--- config.mk ---
export PLATFORM = sky130hd
export DESIGN_NAME = cgnm_ram
export DESIGN_NICKNAME = d
export VERILOG_FILES = /design/src/hdl/cgnm_pkg.sv /design/src/hdl/cgnm_ram.sv
export SDC_FILE = /design/constraint.sdc
export NUM_CORES = 1
export LEC_CHECK = 0
export ABC_CLOCK_PERIOD_IN_PS = 5950
export CAP_MARGIN = 15
export CORE_MARGIN = 8
export CORE_UTILIZATION = 35
export DETAILED_ROUTE_END_ITERATION = 8
export DONT_BUFFER_PORTS = 1
export PLACE_DENSITY = 0.52
export SETUP_SLACK_MARGIN = 0.15
export SLEW_MARGIN = 5
export SYNTH_ARGS = -nofsm -noshare
export SYNTH_HDL_FRONTEND = slang
export SYNTH_SLANG_ARGS = --single-unit
--- constraint.sdc ---
create_clock -name i_clk -period 5.95 [get_ports i_clk]
set_clock_uncertainty 0.15 [all_clocks]
set_input_delay 1.19 -clock i_clk [delete_from_list [all_inputs] [get_ports i_clk]]
set_output_delay 1.19 -clock i_clk [all_outputs]
set_load 0.03 [all_outputs]
--- src/hdl/cgnm_pkg.sv ---
package cgnm_pkg;

    localparam int DEF_TABLE_DEPTH = 32;

    localparam int CMD_W     = 2;
    localparam int CLASS_W   = 8;
    localparam int POS_W     = 16;
    localparam int DIFF_W    = POS_W + 1;
    localparam int SQ_W      = 32;
    localparam int ERR_W     = 34;
    localparam int IDX_OUT_W = 5;

    typedef enum logic [CMD_W-1:0] {
        CMD_CLEAR_LOCAL = 2'd0,
        CMD_ADD_GLOBAL  = 2'd1,
        CMD_ADD_LOCAL   = 2'd2,
        CMD_ASSOCIATE   = 2'd3
    } t_cmd;

    typedef struct packed {
        logic signed [POS_W-1:0] x;
        logic signed [POS_W-1:0] y;
        logic signed [POS_W-1:0] z;
    } t_pos;

    typedef struct packed {
        logic [CLASS_W-1:0] class_id;
        t_pos               pos;
    } t_entry;

    localparam int ENTRY_W = $bits(t_entry);

    typedef enum logic [2:0] {
        S_IDLE,
        S_GLOAD,
        S_GLATCH,
        S_LREAD,
        S_LCHK,
        S_DIST,
        S_EMIT
    } t_state;

endpackage

--- src/hdl/cgnm_ram.sv ---
module cgnm_ram #(
    parameter int WIDTH = cgnm_pkg::ENTRY_W,
    parameter int DEPTH = cgnm_pkg::DEF_TABLE_DEPTH
) (
    input  logic                     i_clk,
    input  logic                     i_we,
    input  logic [$clog2(DEPTH)-1:0] i_waddr,
    input  logic [WIDTH-1:0]         i_wdata,
    input  logic [$clog2(DEPTH)-1:0] i_raddr,
    output logic [WIDTH-1:0]         o_rdata
);

    logic [WIDTH-1:0] r_mem [DEPTH];

    always_ff @(posedge i_clk) begin
        if (i_we) begin
            r_mem[i_waddr] <= i_wdata;
        end
        o_rdata <= r_mem[i_raddr];
    end

endmodule

**Yosys cells after proc, flatten, opt, wreduce, memory -nomap -nowiden**

Memories as Yosys holds them, arrays and structs flattened. A register that Yosys moved wholly into a read port is not among the register bits.
Cells that the tools add are included.

- Bitwise operators: 0
- Muxes and demuxes: 2
- Add/sub/neg operators: 0
- Reductions and logical operators: 0
- $lt $le $gt $ge: 0
- Eq/ne operators: 0
- Multiply operators: 0
- Shift operators: 0
- Divide/modulo/power cells: 0

Operators with widths:

| cell | number |
|---|---|
| 2-to-1 mux 1 bit | 2 |

- Register bits after elaboration: 0
- Memory bits (writable): 1,792
- Bits in latches: 0
- Memories: 1
- ROM bits: 0
- Logic and storage cells: 3
- Bits of input ports: 68

Memory list:

| name | words | bits a word | read ports | clocked after Yosys merged registers in | write ports | line | source |
|---|---|---|---|---|---|---|---|
| r_mem | 32 | 56 | 1 | 1 | 1 | cgnm_ram.sv:13 | `logic [WIDTH-1:0] r_mem [DEPTH];` |

**Longest topological paths before layout**

- Depth in word-level cells: 2
- Gate-level depth with buffers: 8
- Depth with buffers taken out: 5

**Worst setup path before layout**

OpenSTA, ideal clock, no wires.

- Path type: input-to-reg
- From: input port i_waddr[1]
- To: memory r_mem[12][0] (netlist name) (enable)
- Path buffers: 1
- Arrival: 4,195 ps
- Setup slack: 1,135 ps
- Stages on the path: 3
- Library setup time: 470 ps
- Cells stage by stage: or3b_2 > clkbuf_1 > nor2_1

RTL lines:

| what | line | source |
|---|---|---|
| start, declared | cgnm_ram.sv:7 | `input logic [$clog2(DEPTH)-1:0] i_waddr,` |
| end, declared | cgnm_ram.sv:13 |  |

No word-level cell before the write port.

==> metrics.csv <==
metric;value;unit
Core Util, Final;0.396;
post_cts resized;0;
yosys warns;0;
cell mode on critical path;buf_16;
per-instance average area after synthesis;18.1;um2
cell with the largest stage delay on the worst path;buf_16;
largest incremental delay on the critical path;0.90;ns
area of the die;0.217;mm2
final hold violations;0;
total setup violations reported at the end of the flow;0;
worst-case headroom to the max-slew limit;0.119;
total setup buffers inserted after CTS;0;
reported max-cap violation count;0;
Pwr Total;27100;uW
met3 track demand over resource;0.0289;
clock latency on the worst-skew pair;0.82;ns
R2R Setup Slk;4.32;ns
Final Cell Area;0.0800;mm2
leakage power of the design;0.0272;uW
Die Wd;466;um
most used cells in the layout excluding fill and tap cells;edfxtp_1, mux2i_1, clkbuf_16, nand3_1, nand2_1;
standard-cell row count;165;
initial core utilization;0.351;
most heavily used metal layer in global routing;met2;
summed negative setup slack over all endpoints;0;ns
actual slew at the worst max-slew pin;1.32;ns
Port Buf Inserts;0;
Post-Synthesis Net Count;3985;
result of the run;complete, no violations;
area of the mapped netlist;0.0708;mm2
I/O Pins;124;
class of the most critical setup path;in -> reg;
number of antenna violations at the first check in global routing;1;
Placed Instance Area;0.0739;mm2
top cell family by delay on the critical path;buffers and inverters;
Arrival @ worst endpoint;5.07;ns
critical path buffer and inverter count;3;
clock transition at the register clock pins on the worst setup and hold paths after CTS;0.06;ns
clock tree from TritonCTS;yes;
core area;0.202;mm2
worst-case hold slack;0.317;ns
type of element capturing the critical path;flop;
Worst Hold Class;in -> reg;
synthesis-stage register bit count;1848;
number of remaining DRC errors;0;
area added between synthesis and finish;12.9;%
startpoint type of the worst setup path;input pin;
number of DRC violations after detailed-routing iteration 0;2740;
vertical die dimension;466;um
buffer type at the clock tree root;clkbuf_16;
maximum fanout encountered on the critical timing path;187;
Power per Cell Area;339;mW/mm2
total clock sinks;1848;
grt ovf;0;
ratio of final minimum period to clock period;0.766;
Required @ worst endpoint;6.46;ns
overall routing resource usage;0.159;
fraction of layout cells with a size suffix above 1;0.0959;
routability congestion estimate from global placement;0.715;
number of cells produced by synthesis;3917;
unrepaired setup endpoints after global routing;false;
fraction of met2 tracks used by global routing;0.269;
number of max-slew violations in the final report;0;
number of hold buffers added after cts;0;
unique cell type count in the Yosys netlist;25;
Max Freq;219;MHz
sequential fraction of the synthesis area;0.776;
Avg Vias per Cell;5.14;
half-perimeter wire length of the detailed placement result;92.9;mm
clock tree buffer depth;3;
GR Util met1;0.212;
most frequent standard cell in the layout excluding fill and tap cells;edfxtp_1;
number of buffers created by CTS;184;
DR pass1 iterations;8;
count of antenna-violating nets left after detailed routing;0;
pin count of the biggest net entering global routing;897;
worst-path cell chain;buf_16 > buf_16 > buf_16 > mux2i_1 > a22o_1 > nor3_1 > a31oi_1 > nand3_1;
total wire length;178;mm
via total after detailed routing;34992;
via count of the first global-routing pass;35069;
min Tclk post-route;4.56;ns
worst vdd ir;0.240;mV
global-route wire length before repair;255;mm
number of levels in the clock H-tree;4;
WL per Instance;26.2;um
total number of nets in the final design;4042;
area by class of cell:
cell class / count / area [um2]
repair buffers: 95 / 1060
clock inverters: 84 / 785
clock buffers: 256 / 5130
well taps: 2672 / 3340
multi-input cells: 1845 / 14700
fillers: 18033 / 122000
diodes: 3 / 7.51
flip-flops and latches: 1848 / 54900
cells by family (layout without fill, tap and decap cells):
group / count (synthesis) / after routing / share of synthesized area
AOI/OAI and AO/OA: 504 / 504 / 0.0485
buffers and inverters: 224 / 435 / 0.0205
DFF: 1848 / 1848 / 0.776
muxes: 896 / 896 / 0.127
other: 0 / 3 / 0
and+or+nand+nor: 445 / 445 / 0.0283
worst paths after layout:
kind	from	endpoint	cells after the start
min	i_wdata[27]	r_mem[6][27]	0
max reg2reg	r_mem[7][37]	o_rdata[37]	5
max	i_raddr[0]	o_rdata[34]	8
min reg2reg	r_mem[10][14]	o_rdata[14]	4
synth_stat cells, drive strengths merged:
library cell	n	area, um2
edfxtp	1792	53800
mux2i	896	8970
nand2	170	638
nand3	170	851
a21oi	168	841
a22oi	168	1260
buf	143	1150
a22o	112	981
clkbuf	81	304
a31oi	56	350
dfxtp	56	1120
nor3	56	280
nor2	34	130
nand3b	5	37.5
or3b	3	26.3
nand2b	2	12.5
nor2b	2	12.5
and2	1	6.26
or2	1	6.26
or3	1	6.26
through the flow:
step	worst slack, ns	instances
floorplan	1.13	3917
global placement	1.89	6454
detailed placement	1.85	6455
CTS	2.74	6795
global route	1.33	6801
finish	1.39	6803
flip-flops by register name, summed over array words and instances (netlist names):
signal and count:
o_rdata 56, r_mem 1792
report_power, final:
group / total [uW] / leakage, uW / switching, uW / internal [uW]
Sequential: 14700 / 0.0166 / 202 / 14500
Combinational: 1030 / 0.00770 / 642 / 386
Clock: 11400 / 0.00290 / 4920 / 6480
metal layers:
| layer | share of wire | routed length (um) |
|---|---|---|
| met2 | 0.49 | 87600 |
| met4 | 0.021 | 3660 |
| met5 | 0 | 0 |
| met1 | 0.44 | 79000 |
| met3 | 0.043 | 7710 |
(Power assumes the default switching activity.)
