$ cat src/hdl/cgnm_pkg.sv
package cgnm_pkg;

    localparam int DEF_TABLE_DEPTH = 32;

    localparam int CMD_W     = 2;
    localparam int CLASS_W   = 8;
    localparam int POS_W     = 16;
    localparam int DIFF_W    = POS_W + 1;
    localparam int SQ_W      = 32;
    localparam int ERR_W     = 34;
    localparam int IDX_OUT_W = 5;

    typedef enum logic [CMD_W-1:0] {
        CMD_CLEAR_LOCAL = 2'd0,
        CMD_ADD_GLOBAL  = 2'd1,
        CMD_ADD_LOCAL   = 2'd2,
        CMD_ASSOCIATE   = 2'd3
    } t_cmd;

    typedef struct packed {
        logic signed [POS_W-1:0] x;
        logic signed [POS_W-1:0] y;
        logic signed [POS_W-1:0] z;
    } t_pos;

    typedef struct packed {
        logic [CLASS_W-1:0] class_id;
        t_pos               pos;
    } t_entry;

    localparam int ENTRY_W = $bits(t_entry);

    typedef enum logic [2:0] {
        S_IDLE,
        S_GLOAD,
        S_GLATCH,
        S_LREAD,
        S_LCHK,
        S_DIST,
        S_EMIT
    } t_state;

endpackage

$ cat src/hdl/cgnm_dist.sv
// squared distance, one axis through the multiplier per cycle
module cgnm_dist (
    input  logic                       i_clk,
    input  logic                       i_rst_n,
    input  logic                       i_start,
    input  cgnm_pkg::t_pos             i_a,
    input  cgnm_pkg::t_pos             i_b,
    output logic                       o_done,
    output logic [cgnm_pkg::ERR_W-1:0] o_dist
);

    cgnm_pkg::t_pos                     r_a;
    cgnm_pkg::t_pos                     r_b;
    logic [1:0]                         r_axis;
    logic                               r_busy;
    logic                               r_done;
    logic [cgnm_pkg::SQ_W-1:0]          r_sq;
    logic [cgnm_pkg::ERR_W-1:0]         r_acc;

    logic signed [cgnm_pkg::POS_W-1:0]  a_sel;
    logic signed [cgnm_pkg::POS_W-1:0]  b_sel;
    logic signed [cgnm_pkg::DIFF_W-1:0] diff;
    logic signed [2*cgnm_pkg::DIFF_W-1:0] prod;

    always_comb begin
        case (r_axis)
            2'd0: begin
                a_sel = r_a.x;
                b_sel = r_b.x;
            end
            2'd1: begin
                a_sel = r_a.y;
                b_sel = r_b.y;
            end
            2'd2: begin
                a_sel = r_a.z;
                b_sel = r_b.z;
            end
            default: begin
                a_sel = '0;
                b_sel = '0;
            end
        endcase
        diff = cgnm_pkg::DIFF_W'(a_sel) - cgnm_pkg::DIFF_W'(b_sel);
        prod = diff * diff;
    end

    always_ff @(posedge i_clk) begin
        if (!i_rst_n) begin
            r_busy <= 1'b0;
            r_done <= 1'b0;
            r_axis <= '0;
        end else begin
            r_done <= 1'b0;
            if (i_start) begin
                r_busy <= 1'b1;
                r_axis <= '0;
            end else if (r_busy) begin
                r_axis <= r_axis + 2'd1;
                if (r_axis == 2'd3) begin
                    r_busy <= 1'b0;
                    r_done <= 1'b1;
                end
            end
        end
    end

    // operands and datapath, no reset needed
    always_ff @(posedge i_clk) begin
        if (i_start) begin
            r_a   <= i_a;
            r_b   <= i_b;
            r_sq  <= '0;
            r_acc <= '0;
        end else if (r_busy) begin
            r_sq  <= prod[cgnm_pkg::SQ_W-1:0];
            r_acc <= r_acc + cgnm_pkg::ERR_W'(r_sq);
        end
    end

    assign o_done = r_done;
    assign o_dist = r_acc;

endmodule

$ cat config.mk
export PLATFORM = sky130hd
export DESIGN_NAME = cgnm_dist
export DESIGN_NICKNAME = d
export VERILOG_FILES = /design/src/hdl/cgnm_pkg.sv /design/src/hdl/cgnm_dist.sv
export SDC_FILE = /design/constraint.sdc
export NUM_CORES = 1
export LEC_CHECK = 0
export ABC_AREA = 0
export BUFFER_PORTS_ARGS = -buffer_cell sky130_fd_sc_hd__buf_2
export CAP_MARGIN = 20
export CORE_MARGIN = 4
export CORE_UTILIZATION = 55
export CTS_CLUSTER_SIZE = 8
export DETAILED_ROUTE_END_ITERATION = 10
export GPL_ROUTABILITY_DRIVEN = 0
export PLACE_DENSITY = 0.75
export RECOVER_POWER = 50
export REMOVE_ABC_BUFFERS = 1
export SLEW_MARGIN = 10
export SYNTH_ARGS = -nofsm -noshare
export SYNTH_HDL_FRONTEND = slang
export SYNTH_SLANG_ARGS = --single-unit
$ cat constraint.sdc
create_clock -name i_clk -period 15.29 [get_ports i_clk]
set_input_delay 2.2935 -clock i_clk [delete_from_list [all_inputs] [get_ports i_clk]]
set_output_delay 2.2935 -clock i_clk [all_outputs]
set_load 0.005 [all_outputs]
# Yosys cells after proc, flatten, opt, wreduce, memory -nomap -nowiden
# Cells that the tools add are included.
[word_totals]
regBits = 166
[classes]
add_sub_neg = 3
mul = 1
n_eq_ne = 3
n_mux = 6
n_bitwise = 2
n_reduce_logical = 3
[ops]
columns = ["op", "count"]
rows = [
  ["16-bit case mux with 3 select lines", 2],
  ["34-bit by 32-bit adder with 34-bit output", 1],
  ["17-bit by 17-bit multiplier with 32-bit output", 1],
  ["16-bit by 16-bit subtractor with 17-bit output", 1],
  ["2-bit equality test (second input constant)", 2],
  ["1-bit 2-to-1 mux", 4],
  ["3-bit OR reduction", 1],
  ["2-bit by 1-bit adder with 2-bit output (second input constant)", 1],
  ["2-bit by 1-bit equality test with 1-bit output (second input constant)", 1],
  ["2-bit zero test", 1],
  ["1-bit inverter", 2],
  ["2-bit OR reduction", 1],
]

# Logic depth before layout (Yosys ltp)
[logic_depth]
depth_word = 4
ltp_mapped = 40
ltp_nobuf = 38

# Least setup slack after synthesis
# OpenSTA, ideal clock, no wires.
[synth_timing]
kind = "reg-to-reg"
startpoint = "register r_axis[0]"
endpoint = "register r_sq[30] (netlist name)"
setup_time_ns = 0.127
arrival_ns = 8.596
required_time_ns = 15.163
path_slack_ns = 6.567
path_stages_with_launch = 37
synth_period_minus_slack_ns = 8.723
cell_sequence = "dfxtp_1 -> inv_1 -> ha_1 -> clkbuf_1 -> a222oi_1 -> or2_2 -> ha_1 -> inv_1 -> fa_1 -> a211oi_1 -> o21a_1 -> o31a_2 -> o31a_1 -> xor2_1 -> clkinv_1 -> nand2_1 -> inv_1 -> fa_1 -> fa_1 -> inv_1 -> fa_1 -> inv_1 -> fa_1 -> fa_1 -> inv_1 -> fa_1 -> inv_1 -> ha_1 -> a21o_1 -> a21o_1 -> a211o_1 -> o211ai_1 -> a211oi_1 -> o31ai_1 -> o21ai_0 -> xnor2_1 -> o21ai_0"
[synth_via]
elab_chain_len = 4
[synth_rtl]
columns = ["element", "line", "text"]
rows = [
  ["start: declaration", "cgnm_dist.sv:14", "logic [1:0] r_axis;"],
  ["start signal: assignment", "cgnm_dist.sv:59", "r_axis <= r_axis + 2'd1;"],
  ["2-bit equality test, or another cell as far along", "cgnm_dist.sv:26", "case (r_axis)"],
  ["16-bit case mux with 3 select lines", "cgnm_dist.sv:26", ""],
  ["16-bit by 16-bit subtractor with 17-bit output *", "cgnm_dist.sv:44", "diff = cgnm_pkg::DIFF_W'(a_sel) - cgnm_pkg::DIFF_W'(b_sel);"],
  ["17-bit by 17-bit multiplier with 32-bit output *", "cgnm_dist.sv:45", "prod = diff * diff;"],
  ["end signal: assignment", "cgnm_dist.sv:76", "r_sq <= prod[cgnm_pkg::SQ_W-1:0];"],
  ["end: declaration", "cgnm_dist.sv:17", "logic [cgnm_pkg::SQ_W-1:0] r_sq;"],
]
# Mark *: on every way between the ends. The rest lies on a longest branch, timed or not.
# A chain may end at the register's enable or synchronous reset.

# Worst setup path after layout
# Same ends and word-level chain as after synthesis.

==> qor.tcl <==
set qor(initial_antenna_violation_count) 0
set qor(route.detailed.vias_per_inst) 5.70
set qor(drt_pass1_iterations) 8
set qor(grt_max_degree) 72
set qor(vias) 12700
set qor(setup.worst_path.end_class) {flop}
set qor(timing.rr.end) {r_sq[30]}
set qor(fin_hold_ws_ns) 0.485
set qor(layout.nets) 2314
set qor(final_core_utilization_pct) 61.6
set qor(yosys.cell_count.top_type) {sky130_fd_sc_hd__inv_1}
set qor(critical_path.max_stage_delay_ns) 0.88
set qor(r2r_start) {r_axis[0]}
set qor(netlist_top_cells_count) {sky130_fd_sc_hd__inv_1, sky130_fd_sc_hd__fa_1, sky130_fd_sc_hd__nor2_1, sky130_fd_sc_hd__ha_1, sky130_fd_sc_hd__nand2_1}
set qor(tritoncts) {done}
set qor(synth_enable_flop_cells) 96
set qor(track_usage_pct) 23.5
set qor(cts.repair_timing.setup_buffer_count) 0
set qor(setup_total_negative_slack_ns) 0
set qor(fmax_mhz) 96.9
set qor(synth_top_cells_by_area) {sky130_fd_sc_hd__fa_1, sky130_fd_sc_hd__edfxtp_1, sky130_fd_sc_hd__ha_1}
set qor(cts.sink_count) 165
set qor(cts_repair_resize_count) 0
set qor(area_delta_synth_final_pct) 9.82
set qor(most_frequent_cp_cell) {sky130_fd_sc_hd__fa_1}
set qor(fin_worst_skew_ns) 0.0107
set qor(worst_ep_required_time_ns) 15.59
set qor(timing.critical_path.to) {r_sq[30]}
set qor(post-dp-hpwl_um) 30800
set qor(final_max_slew_viol_count) 103
set qor(cts_hold_repair_buffers) 0
set qor(postSynthCellCount) 1717
set qor(min_period_over_period_pct) 67.5
set qor(floorplan.rows) 64
set qor(cts-root-buf) {sky130_fd_sc_hd__clkbuf_16}
set qor(numCtsBuffers) 17
set qor(via_count_of_the_first_global_routing_pass) 13600
set qor(synth.cell_area_um2) 17300
set qor(synth-main-ff-cell) {sky130_fd_sc_hd__edfxtp_1}
set qor(worst_slew_pin_tran_ns) 2.91
set qor(clock_tree.buffer_depth) 2
set qor(final_cells) 2236
set qor(critical_path.startpoint) {r_axis[0]}
set qor(netlist.top_cell.by_area) {sky130_fd_sc_hd__fa_1}
set qor(grt_pass1_wl_um) 64600
set qor(netlist-cell-type-count) 76
set qor(drt-total-wl_um) 38800
set qor(failing_checks) {capacitance limit, slew limit}
set qor(die_x_um) 185
set qor(drt-wirelength-per-cell_um) 17.3
set qor(placed_cells_incl_taps) 2202
set qor(die_area_um2) 34300
set qor(insertion_delay_ns) 0.44
set qor(gr-total-overflow) 0
set qor(clkTransAtPathRegs_ns) 0.06
set qor(die-height_um) 185
set qor(synth_area_per_cell_um2) 10.0
set qor(max_slew_margin_pct) -94.0
set qor(max_cap_viol_count) 2
set qor(path_class) {flop to flop}
set qor(cts.htree.levels) 4
set qor(worstSetupStartpointType) {flop}
set qor(yosys_warnings) 0
set qor(top_level_ports) 134
set qor(drt-initial-drc-count) 878
set qor(worst-path-max-fanout) 32
set qor(min_period_ns) 10.32
set qor(ys_seq_elements) 165
set qor(antenna_violating_nets_post_route) 0
set qor(run_status) {finished, violations left}
set qor(worst_r2r_path_cells) 31
set qor(insertedDiodeCount) 0
set qor(final_layout_size_suffix_gt1_share_pct) 11.9
set qor(place.port_buffers) 133
set qor(total_core_area_um2) 30700
set qor(timing_hold_violations_final) 0
set qor(initial_util_pct) 56.1
set qor(cpMaxStageDelayCell) {sky130_fd_sc_hd__a2111oi_0}
set qor(rsz0062_at_grt) {false}
set qor(worst-endpoint-arrival_ns) 10.62
set qor(worstHoldPathType) {flop to flop}
set qor(ff2ff_setup_slack_ns) 4.97
set qor(remaining_drc_errors) 0
set qor(yosys.area.top_type_share_pct) 30.1
set qor(finalSetupViolCount) 0
set qor(asyncSetResetFlopFracSynth_pct) 0
set qor(synth.yosys.seq_area_share_pct) 24.7
## cells by family (layout without fill, tap and decap cells)
logic type / Yosys count / count (layout) / synth area share (%)
simple gates: 433 / 433 / 11.2
fa+ha+maj: 388 / 388 / 39.4
buf+inv: 372 / 495 / 8.12
compound gates: 261 / 261 / 11.2
flops: 165 / 165 / 24.7
xor+xnor: 66 / 66 / 3.46
mux: 32 / 32 / 1.87
## critical path: cells and delay by family, from the launching register on
| family | cells | cell delay (ns) |
|---|---|---|
| adder cells (fa/ha/maj) | 10 | 4.75 |
| AND/OR/NAND/NOR | 3 | 0.63 |
| XOR/XNOR | 2 | 0.78 |
| buffers and inverters | 7 | 0.94 |
| flip-flops | 1 | 0.43 |
| AO/OA/AOI/OAI | 9 | 2.67 |
## registers in the layout, summed over array words and instances (netlist names)
signal,cells
r_b,48
r_busy,1
r_axis,2
o_done,1
r_sq,31
r_a,48
o_dist,34
## cell usage in the layout (no fill, tap or decap), drive strengths merged, types with 21 or more instances in the layout
cell type,count
a21o,31
a21oi,56
a222oi,32
buf,147
clkbuf,21
dfxtp,69
edfxtp,96
fa,259
ha,129
inv,310
mux2i,30
nand2,121
nor2,185
nor3,24
o21ai,37
or2,21
xnor2,47
## metrics by stage
stage          instance area (um^2)  worst slack (ns)
4_1_cts                       18900              4.59
3_5_place_dp                  18300              4.64
2_1_floorplan                 17000              6.25
3_3_place_gp                  18300              4.84
6_report                      18900              4.97
5_1_grt                       18900              4.41
## how the worst min path moves through the flow
| stage | cells after the start | to | startpoint | slack (ns) |
|---|---|---|---|---|
| 2_1_floorplan | 2 | r_sq[30] | r_sq[30] | 0.43 |
| 3_3_place_gp | 2 | r_sq[2] | r_sq[2] | 0.47 |
| 3_5_place_dp | 2 | r_sq[25] | r_sq[25] | 0.48 |
| 4_1_cts | 2 | r_sq[2] | r_sq[2] | 0.49 |
| 5_1_grt | 2 | r_sq[25] | r_sq[25] | 0.50 |
| 6_report | 2 | r_sq[0] | r_sq[0] | 0.49 |
## routing by layer
metal | track usage, % | share of wire, % | wire length, um | vias up
li1 | - | - | - | 5885
met1 | 28.0 | 38 | 14600 | 6306
met2 | 42.0 | 52 | 20200 | 436
met3 | 4.63 | 6.5 | 2510 | 112
met4 | 8.93 | 3.6 | 1390 | 0
met5 | 0 | 0 | 0 | -
## layout make-up
class | count | area [um^2]
Clock buffer | 17 | 425
Clock inverter | 15 | 179
Fill cell | 2565 | 11800
Inverter | 312 | 1170
Multi-Input combinational cell | 1180 | 11600
Sequential cell | 165 | 4270
Tap cell | 396 | 495
Timing Repair Buffer | 151 | 808
Power is not shown: default switching activity piles up to over one toggle a cycle in this logic, so the estimate is an artifact.
